===== src/design/mrrb_pkg.sv =====
// ----------------------------------------------------------------------------
// Multi-region ring buffer package
// Operation codes and default sizes shared by the ring buffer and its checker.
// ----------------------------------------------------------------------------
package mrrb_pkg;

    localparam int RING_SIZE_DEF     = 256;
    localparam int REGION_COUNT_DEF  = 3;
    localparam int ELEMENT_WIDTH_DEF = 8;
    localparam int OP_WIDTH          = 3;

    localparam logic [OP_WIDTH-1:0] OP_WRITE = 3'd0;
    localparam logic [OP_WIDTH-1:0] OP_READ  = 3'd1;
    localparam logic [OP_WIDTH-1:0] OP_MOVE  = 3'd2;
    localparam logic [OP_WIDTH-1:0] OP_CLAIM = 3'd3;
    localparam logic [OP_WIDTH-1:0] OP_TAKE  = 3'd4;

endpackage


===== src/design/multi_region_ring_buffer.sv =====
// An accepted input beat passes through the input register, then its result beat is held in the output register.
// Throughput: one beat per cycle while the result output is not stalled; a fired beat updates region start and count.
// The element memory is read on the same edge that updates the region registers.
// Reset clears the region registers (region 0 owns the whole ring) and all valids.
// Ring contents are not cleared; no clearing pass, the block is ready right after reset.
// ----------------------------------------------------------------------------
// Multi-region ring buffer
// Ring store split into consecutive regions, each with a start index and a
// count; operations consume elements at a region head and hand them onward.
// ----------------------------------------------------------------------------
module multi_region_ring_buffer #(
    parameter int RING_SIZE     = mrrb_pkg::RING_SIZE_DEF,
    parameter int REGION_COUNT  = mrrb_pkg::REGION_COUNT_DEF,
    parameter int ELEMENT_WIDTH = mrrb_pkg::ELEMENT_WIDTH_DEF,
    localparam int IW = $clog2(RING_SIZE),
    localparam int CW = $clog2(RING_SIZE + 1),
    localparam int RW = $clog2(REGION_COUNT)
) (
    input  logic                          i_clk,
    input  logic                          i_rst_n,
    input  logic                          i_valid,
    output logic                          o_stall,
    input  logic [mrrb_pkg::OP_WIDTH-1:0] i_operation,
    input  logic [RW-1:0]                 i_from_region,
    input  logic [RW-1:0]                 i_to_region,
    input  logic [CW-1:0]                 i_amount,
    input  logic [ELEMENT_WIDTH-1:0]      i_write_data,
    output logic                          o_valid,
    input  logic                          i_stall,
    output logic                          o_accepted,
    output logic [ELEMENT_WIDTH-1:0]      o_read_data,
    output logic [IW-1:0]                 o_segment_start,
    output logic [CW-1:0]                 o_segment_length
);

    localparam logic [RW:0] REGIONS = (RW + 1)'(REGION_COUNT);
    localparam logic [CW:0] RING    = (CW + 1)'(RING_SIZE);

    logic                          r_in_valid;
    logic [mrrb_pkg::OP_WIDTH-1:0] r_in_op;
    logic [RW-1:0]                 r_in_from;
    logic [RW-1:0]                 r_in_to;
    logic [CW-1:0]                 r_in_amount;
    logic [ELEMENT_WIDTH-1:0]      r_in_wdata;

    logic [IW-1:0]            r_start [REGION_COUNT];
    logic [CW-1:0]            r_count [REGION_COUNT];
    logic [IW-1:0]            n_start [REGION_COUNT];
    logic [CW-1:0]            n_count [REGION_COUNT];
    logic [ELEMENT_WIDTH-1:0] r_mem   [RING_SIZE];

    logic                     r_out_valid;
    logic                     r_out_ok;
    logic                     r_out_is_read;
    logic [ELEMENT_WIDTH-1:0] r_rd_data;
    logic [IW-1:0]            r_out_start;
    logic [CW-1:0]            r_out_len;

    logic          advance;
    logic          fire;
    logic          idx_ok;
    logic          op_ok;
    logic          ok_all;
    logic          upd;
    logic [RW-1:0] sel_f;
    logic [RW-1:0] sel_t;
    logic [IW-1:0] cur_start;
    logic [CW-1:0] cur_count;
    logic [CW:0]   span_end;
    logic [CW-1:0] run;
    logic [CW-1:0] num;
    logic [CW:0]   start_sum;
    logic [CW:0]   start_wrap;
    logic [IW-1:0] new_start;

    assign advance = !r_out_valid || !i_stall;
    assign o_stall = r_in_valid && !advance;
    assign fire    = r_in_valid && advance;

    always_ff @(posedge i_clk) begin
        if (!i_rst_n) begin
            r_in_valid <= 1'b0;
        end else if (!o_stall) begin
            r_in_valid <= i_valid;
        end
    end

    always_ff @(posedge i_clk) begin
        if (i_valid && !o_stall) begin
            r_in_op     <= i_operation;
            r_in_from   <= i_from_region;
            r_in_to     <= i_to_region;
            r_in_amount <= i_amount;
            r_in_wdata  <= i_write_data;
        end
    end

    always_comb begin
        idx_ok    = ({1'b0, r_in_from} < REGIONS) && ({1'b0, r_in_to} < REGIONS);
        sel_f     = idx_ok ? r_in_from : '0;
        sel_t     = idx_ok ? r_in_to : '0;
        cur_start = r_start[sel_f];
        cur_count = r_count[sel_f];
        span_end  = (CW + 1)'(cur_start) + (CW + 1)'(cur_count);
        run       = (span_end <= RING) ? cur_count : CW'(RING_SIZE) - CW'(cur_start);
        op_ok     = 1'b0;
        num       = '0;
        case (r_in_op)
            mrrb_pkg::OP_WRITE, mrrb_pkg::OP_READ: begin
                op_ok = (cur_count != '0);
                num   = CW'(1);
            end
            mrrb_pkg::OP_MOVE: begin
                op_ok = (r_in_amount <= cur_count);
                num   = r_in_amount;
            end
            mrrb_pkg::OP_CLAIM: begin
                op_ok = (r_in_amount <= run);
                num   = r_in_amount;
            end
            mrrb_pkg::OP_TAKE: begin
                op_ok = 1'b1;
                num   = run;
            end
            default: begin
                op_ok = 1'b0;
                num   = '0;
            end
        endcase
        ok_all     = idx_ok && op_ok;
        upd        = fire && ok_all;
        start_sum  = (CW + 1)'(cur_start) + (CW + 1)'(num);
        start_wrap = (start_sum >= RING) ? start_sum - RING : start_sum;
        new_start  = IW'(start_wrap);
    end

    always_comb begin
        for (int i = 0; i < REGION_COUNT; i++) begin
            n_start[i] = r_start[i];
            n_count[i] = r_count[i];
            if (upd && RW'(i) == sel_f) begin
                n_start[i] = new_start;
                n_count[i] = n_count[i] - num;
            end
            if (upd && RW'(i) == sel_t) begin
                n_count[i] = n_count[i] + num;
            end
        end
    end

    always_ff @(posedge i_clk) begin
        if (!i_rst_n) begin
            for (int i = 0; i < REGION_COUNT; i++) begin
                r_start[i] <= '0;
                r_count[i] <= (i == 0) ? CW'(RING_SIZE) : '0;
            end
        end else begin
            for (int i = 0; i < REGION_COUNT; i++) begin
                r_start[i] <= n_start[i];
                r_count[i] <= n_count[i];
            end
        end
    end

    // element store
    always_ff @(posedge i_clk) begin
        if (upd && r_in_op == mrrb_pkg::OP_WRITE) begin
            r_mem[cur_start] <= r_in_wdata;
        end
    end

    always_ff @(posedge i_clk) begin
        if (fire) begin
            r_rd_data <= r_mem[cur_start];
        end
    end

    always_ff @(posedge i_clk) begin
        if (!i_rst_n) begin
            r_out_valid <= 1'b0;
        end else if (advance) begin
            r_out_valid <= r_in_valid;
        end
    end

    always_ff @(posedge i_clk) begin
        if (fire) begin
            r_out_ok      <= ok_all;
            r_out_is_read <= ok_all && (r_in_op == mrrb_pkg::OP_READ);
            r_out_start   <= ok_all ? cur_start : '0;
            r_out_len     <= ok_all ? num : '0;
        end
    end

    assign o_valid          = r_out_valid;
    assign o_accepted       = r_out_ok;
    assign o_read_data      = r_out_is_read ? r_rd_data : '0;
    assign o_segment_start  = r_out_start;
    assign o_segment_length = r_out_len;

endmodule


===== config.mk =====
export PLATFORM = sky130hd
export DESIGN_NAME = multi_region_ring_buffer
export DESIGN_NICKNAME = d
export VERILOG_FILES = /design/src/design/mrrb_pkg.sv /design/src/design/multi_region_ring_buffer.sv
export SDC_FILE = /design/constraint.sdc
export NUM_CORES = 2
export LEC_CHECK = 0
export ABC_AREA = 1
export BUFFER_PORTS_ARGS = -buffer_cell sky130_fd_sc_hd__buf_2
export CAP_MARGIN = 20
export CORE_MARGIN = 2
export CORE_UTILIZATION = 25
export CTS_CLUSTER_SIZE = 25
export DETAILED_ROUTE_END_ITERATION = 10
export PLACE_DENSITY = 0.47
export SETUP_SLACK_MARGIN = 0.15
export SYNTH_ARGS = -nofsm -noshare
export SYNTH_HDL_FRONTEND = slang
export SYNTH_SLANG_ARGS = --single-unit

===== constraint.sdc =====
create_clock -name i_clk -period 9.95 [get_ports i_clk]
set_input_delay 0.4975 -clock i_clk [delete_from_list [all_inputs] [get_ports i_clk]]
set_output_delay 0.4975 -clock i_clk [all_outputs]
set_load 0.01 [all_outputs]

Word-level counts from Yosys, hierarchy flattened
Memories as Yosys holds them, arrays and structs flattened. A register that Yosys moved wholly into a read port is not among the register bits.
Index checks and enable logic that the tools add are counted.
{"block": "totals", "memories": 3, "ramBits": 2099, "ff_bits": 45, "out_inout_bits": 28}
{"block": "op_classes", "order_cmp": 6, "add_sub_neg": 10, "eq_ne": 11, "bitwise_logic": 6, "muxes": 26, "reduce_logical": 28}
{"name": "r_mem", "words": 256, "word_bits": 8, "read_ports": 1, "rd_clocked_by_memory_dff": 1, "wr": 1, "line": "multi_region_ring_buffer.sv:50", "source": "logic [ELEMENT_WIDTH-1:0] r_mem [RING_SIZE];"}
{"name": "r_count", "words": 3, "word_bits": 9, "read_ports": 4, "rd_clocked_by_memory_dff": 0, "wr": 3, "line": "multi_region_ring_buffer.sv:47", "source": "logic [CW-1:0] r_count [REGION_COUNT];"}
{"name": "r_start", "words": 3, "word_bits": 8, "read_ports": 1, "rd_clocked_by_memory_dff": 0, "wr": 3, "line": "multi_region_ring_buffer.sv:46", "source": "logic [IW-1:0] r_start [REGION_COUNT];"}
{"cell": "9-bit 2-to-1 mux", "n": 10}
{"cell": "8-bit 2-to-1 mux", "n": 8}
{"cell": "9-bit adder", "n": 3}
{"cell": "9-bit case mux with 3 select lines", "n": 1}
{"cell": "9-bit subtractor", "n": 3}
{"cell": "8-bit by 9-bit adder with 10-bit output", "n": 2}
{"cell": "9-bit <= comparator", "n": 2}
{"cell": "1-bit logical AND", "n": 14}
{"cell": "10-bit by 9-bit >= comparator with 1-bit output, second input constant", "n": 1}
{"cell": "10-bit by 9-bit <= comparator with 1-bit output, second input constant", "n": 1}
{"cell": "9-bit nonzero test", "n": 1}
{"cell": "9-bit by 8-bit subtractor with 9-bit output, first input constant", "n": 1}
{"cell": "8-bit by 1-bit subtractor with 8-bit output, second input constant", "n": 1}
{"cell": "3-bit by 2-bit == test with 1-bit output, second input constant", "n": 2}
{"cell": "1-bit bitwise OR", "n": 6}
{"cell": "2-bit AND reduction", "n": 3}
{"cell": "1-bit by 2-bit == test with 1-bit output, first input constant", "n": 2}
{"cell": "2-bit == test, first input constant", "n": 2}
{"cell": "1-bit zero test", "n": 4}
{"cell": "2-bit zero test", "n": 2}
{"cell": "2-bit less-than comparator, second input constant", "n": 2}
{"cell": "1-bit 2-to-1 mux", "n": 4}
{"cell": "2-bit 2-to-1 mux", "n": 2}
{"cell": "1-bit case mux with 4 select lines", "n": 1}
{"cell": "other kinds (6)", "n": 9}

Logic depth before layout (Yosys ltp)
An unclocked memory read counts as a cell.
{"block": "depth", "depth_word": 16, "depth_mapped": 61, "mapped_depth_nobuf": 56}

Least setup slack after synthesis
OpenSTA, ideal clock, no wires.
{"block": "synth_timing", "path_type": "reg-to-reg", "start": "register r_in_from[1]", "end": "memory r_count[0][8] (netlist bit)", "t_required_ns": 9.823, "path_slack_ns": 2.733, "path_stages_with_launch": 60, "n_path_buf": 7, "period_less_slack_ns": 7.217, "arrival_ns": 7.089, "path_cell_list": "edfxtp_1 buf_4 inv_2 nand3_4 buf_6 o22ai_2 inv_2 nand2_4 buf_2 clkbuf_1 clkbuf_1 ha_1 ha_1 inv_1 nand2_2 nand3_2 nand2_2 nand2_1 (+24 left out) nand2_1 o21ai_0 ha_1 fa_1 nand3_1 nand2_1 a21oi_1 nor2_1 nor2_1 nor2_1 nor2_1 nor2_1 nor2_1 inv_1 o21ai_0 nor2_1 nand3_1 nand3_1"}
{"item": "from (decl)", "line": "multi_region_ring_buffer.sv:41", "source": "logic [RW-1:0] r_in_from;"}
{"item": "from (signal assigned)", "line": "multi_region_ring_buffer.sv:91", "source": "r_in_from <= i_from_region;"}
{"item": "to (decl)", "line": "multi_region_ring_buffer.sv:47"}

==> flow_metrics.py <==
metrics = {
    "status": {
        "run_status": "finished, final reports clean",
    },
    "yosys": {
        "synth-main-ff-cell": "edfxtp_1",
        "syn-instance-count": 7065,
        "synth-edff-count": 2123,
        "syn_area_per_cell_um2": 12.5,
        "syn_nets": 7184,
        "ys_warn_count": 0,
        "ys_ff_latch": 2152,
        "ys_seq_area_share_pct": 73.0,
        "synthDistinctLibCells": 54,
        "async_reset_ff_share_pct": 0,
        "syn_area_mm2": 0.0881,
    },
    "setup_path": {
        "r2r_end": "r_count[2][8]",
        "crit_arrival_ns": 9.42,
        "cp_common_cell": "nor2_1",
        "crit_path_end": "r_count[2][8]",
        "worstSetupStartpoint": "r_in_from[1]",
        "end_kind": "flip-flop",
        "crit_path_max_fanout": 77,
        "cp_slowest_cell": "nor2_1",
        "start_kind": "flip-flop",
        "r2r_cells": 54,
        "cpPeakStageDelay_ns": 0.77,
        "crit_type": "flip-flop to flip-flop",
        "regToRegSetupSlack_ns": 1.25,
        "worstPathRequired_ns": 10.66,
        "reg2reg_from": "r_in_from[1]",
    },
    "timing": {
        "drv_slew": 0,
        "fin_ws_ns": 1.25,
        "max_freq_ghz": 0.115,
        "fin_crit_ns": 8.70,
        "finalHoldViolCount": 0,
        "rsz0062_at_grt": "false",
        "tightest_slew_ns": 1.12,
        "slew_headroom_pct": 25.6,
        "whs_ns": 0.351,
        "finalCritPeriodShare_pct": 87.5,
        "setup_tns_ns": 0,
        "clock-skew-final_ns": 0.0963,
        "setup_viol": 0,
    },
    "routing": {
        "vias_per_cell": 4.90,
        "routedWlPerCell_um": 23.8,
        "initialDrtViolationCount": 6652,
        "routed_wirelength_mm": 283,
        "vias": 58062,
        "dr.pass1.iters": 6,
        "drc_errors": 0,
        "antenna_left": 0,
    },
    "grt": {
        "grt_pass1_wl_mm": 406,
        "gr-total-overflow": 0,
        "antenna_found_initial": 17,
        "grt_max_degree": 192,
        "grt_pass1_vias": 56244,
        "grt.total_usage_pct": 15.4,
    },
    "layout": {
        "regArea_mm2": 0.0643,
        "syn_to_final_growth_pct": 15.1,
        "nFillCells": 35399,
        "multiInputGateArea_mm2": 0.0213,
        "final_layout_size_suffix_gt1_share_pct": 8.22,
        "fin_nets": 7182,
    },
    "cts": {
        "cts_buffers": 227,
        "cts.clk_slew.worst_paths_ns": 0.07,
        "h-tree-depth": 4,
        "cts.sinks": 2152,
        "cts-root-buf": "clkbuf_16",
        "clockBufferDepth": 3,
        "clk-insertion-delay-late_ns": 0.90,
        "cts_tree": "yes",
    },
    "place": {
        "dp_slack_ns": 1.54,
        "gp_congestion": 0.863,
        "dpl.hpwl_mm": 167,
        "io_buffer_count": 55,
    },
    "power_and_ir_drop": {
        "cellLeakagePower_nw": 32.3,
        "p_per_area_mw_per_mm2": 207,
        "irDropWorstVdd_mv": 0.182,
    },
    "min_path": {
        "worstHoldPathType": "input port to flip-flop",
    },
    "job": {
        "drv_cap": 0,
    },
    "floorplanning": {
        "io_pins": 56,
        "die_area_mm2": 0.357,
        "start_util_pct": 25.2,
        "core_mm2": 0.350,
        "fp.dieH_um": 598,
        "row_count": 217,
        "die_w_um": 598,
    },
}
-- metrics by stage --
stage               total power, mW  util, %  instance area [um2]  instances
finish                         21.0     29.0               101000      11859
detailed placement             12.6     26.7                93500      11404
global placement               12.6     26.7                93500      11403
global route                   21.7     29.0               101000      11859
CTS                            21.2     29.0               101000      11856
floorplan                      11.6        -                88100       7065
-- critical path, delay by kind of cell (launching register included) --
kind,cells,cell delay [ns]
flip-flops,1,0.54
AO/OA/AOI/OAI,9,1.04
AND/OR/NAND/NOR,35,4.42
adder cells (fa/ha/maj),5,1.64
buffers and inverters,5,0.80
-- cell type report --
class                           count  share of cell area, %
Clock inverter                    155                   1.68
Clock buffer                      270                   5.76
Timing Repair Buffer              209                   1.64
Inverter                          214                  0.805
Multi-Input combinational cell   4259                   21.0
Tap cell                         4599                   5.68
Sequential cell                  2152                   63.4
Antenna cell                        1                0.00247
-- registers in the layout, summed over array words and instances (netlist names), 8 cells and up --
name	cells
o_segment_length	9
r_count	27
r_mem	2048
r_in_amount	9
r_in_wdata	8
o_segment_start	8
r_rd_data	8
r_start	24
-- metal layers --
metal  up-vias  wire, um  track usage (%)
met5         -        26                0
met4         4      9460             5.15
met3       426     18500             2.42
met2      2080    129000             24.3
met1     29588    126000             21.4
li1      25964         -                -
-- worst min-delay path by stage --
stage | from | cells past startpoint | endpoint
2_1_floorplan | r_in_valid | 2 | o_valid
3_3_place_gp | o_valid | 2 | o_valid
3_5_place_dp | o_valid | 2 | o_valid
4_1_cts | i_write_data[4] | 2 | r_in_wdata[4]
5_1_grt | i_write_data[0] | 2 | r_in_wdata[0]
6_report | i_write_data[1] | 2 | r_in_wdata[1]
-- placed cells by master, fill, tap and decap left out, types with 11 or more instances in the layout --
cell / count
a21oi_1: 102
a221oi_1: 26
a22o_1: 64
a41oi_1: 13
buf_12: 13
buf_2: 55
buf_4: 114
bufinv_16: 26
clkbuf_1: 43
clkbuf_16: 227
clkinv_1: 59
clkinv_2: 43
clkinvlp_4: 11
dfxtp_1: 29
dlygate4sd3_1: 27
edfxtp_1: 2123
ha_1: 84
inv_1: 190
inv_2: 16
nand2_1: 574
nand2_2: 12
nand3_1: 66
nand3_2: 11
nand4_1: 83
nor2_1: 1438
nor2_2: 12
o21ai_0: 1086
o21ai_1: 29
o22ai_1: 516
xor2_1: 26
-- cells by family after synthesis --
kind of cell,after synthesis,share of synthesized area [%]
flops,2152,73.0
fa+ha+maj,91,1.35
simple gates,2242,10.2
buf+inv,654,2.92
compound gates,1890,12.1
xor+xnor,36,0.358
-- power breakdown --
part	switching [mW]	total (mW)	internal, mW
logic	1.81	2.41	0.603
clock network	3.72	8.60	4.89
registers	0.0194	10.0	10.0
-- timing repair --
item | in CTS | in global routing
setup buffers | 0 | 0
hold buffers | 27 | 0
hold endpoints to repair | 29 | 0
resized for setup | 0 | 0
-- cells in the mapped netlist (7+ instances only) --
cell      instances  area (um2)
ha_1             84        1050
inv_1           190         713
a21oi_1         102         510
xnor2_1          10        87.6
buf_1             9        33.8
nor2_1         1445        5420
nand2_1         581        2180
o211ai_1         10        75.1
a22o_1           64         561
nand3_1          67         335
xor2_1           26         228
inv_2            16        60.1
nand3b_1          7        52.6
nand3_2          11         110
a22oi_1          10        75.1
o21ai_1          29         145
nand4_1          83         519
buf_2            62         310
o21ai_2           9        78.8
a221oi_1         26         228
dfxtp_1          29         581
o221ai_1          8        70.1
o21ai_0        1086        5440
a41oi_1          13         114
fa_1              7         140
nor3_1            9        45.0
edfxtp_1       2123       63800
nand2_2           7        43.8
nor2_2           11        68.8
clkbuf_1        363        1360
o22ai_1         516        3230
Note: power is estimated with default switching activity, not from simulation.
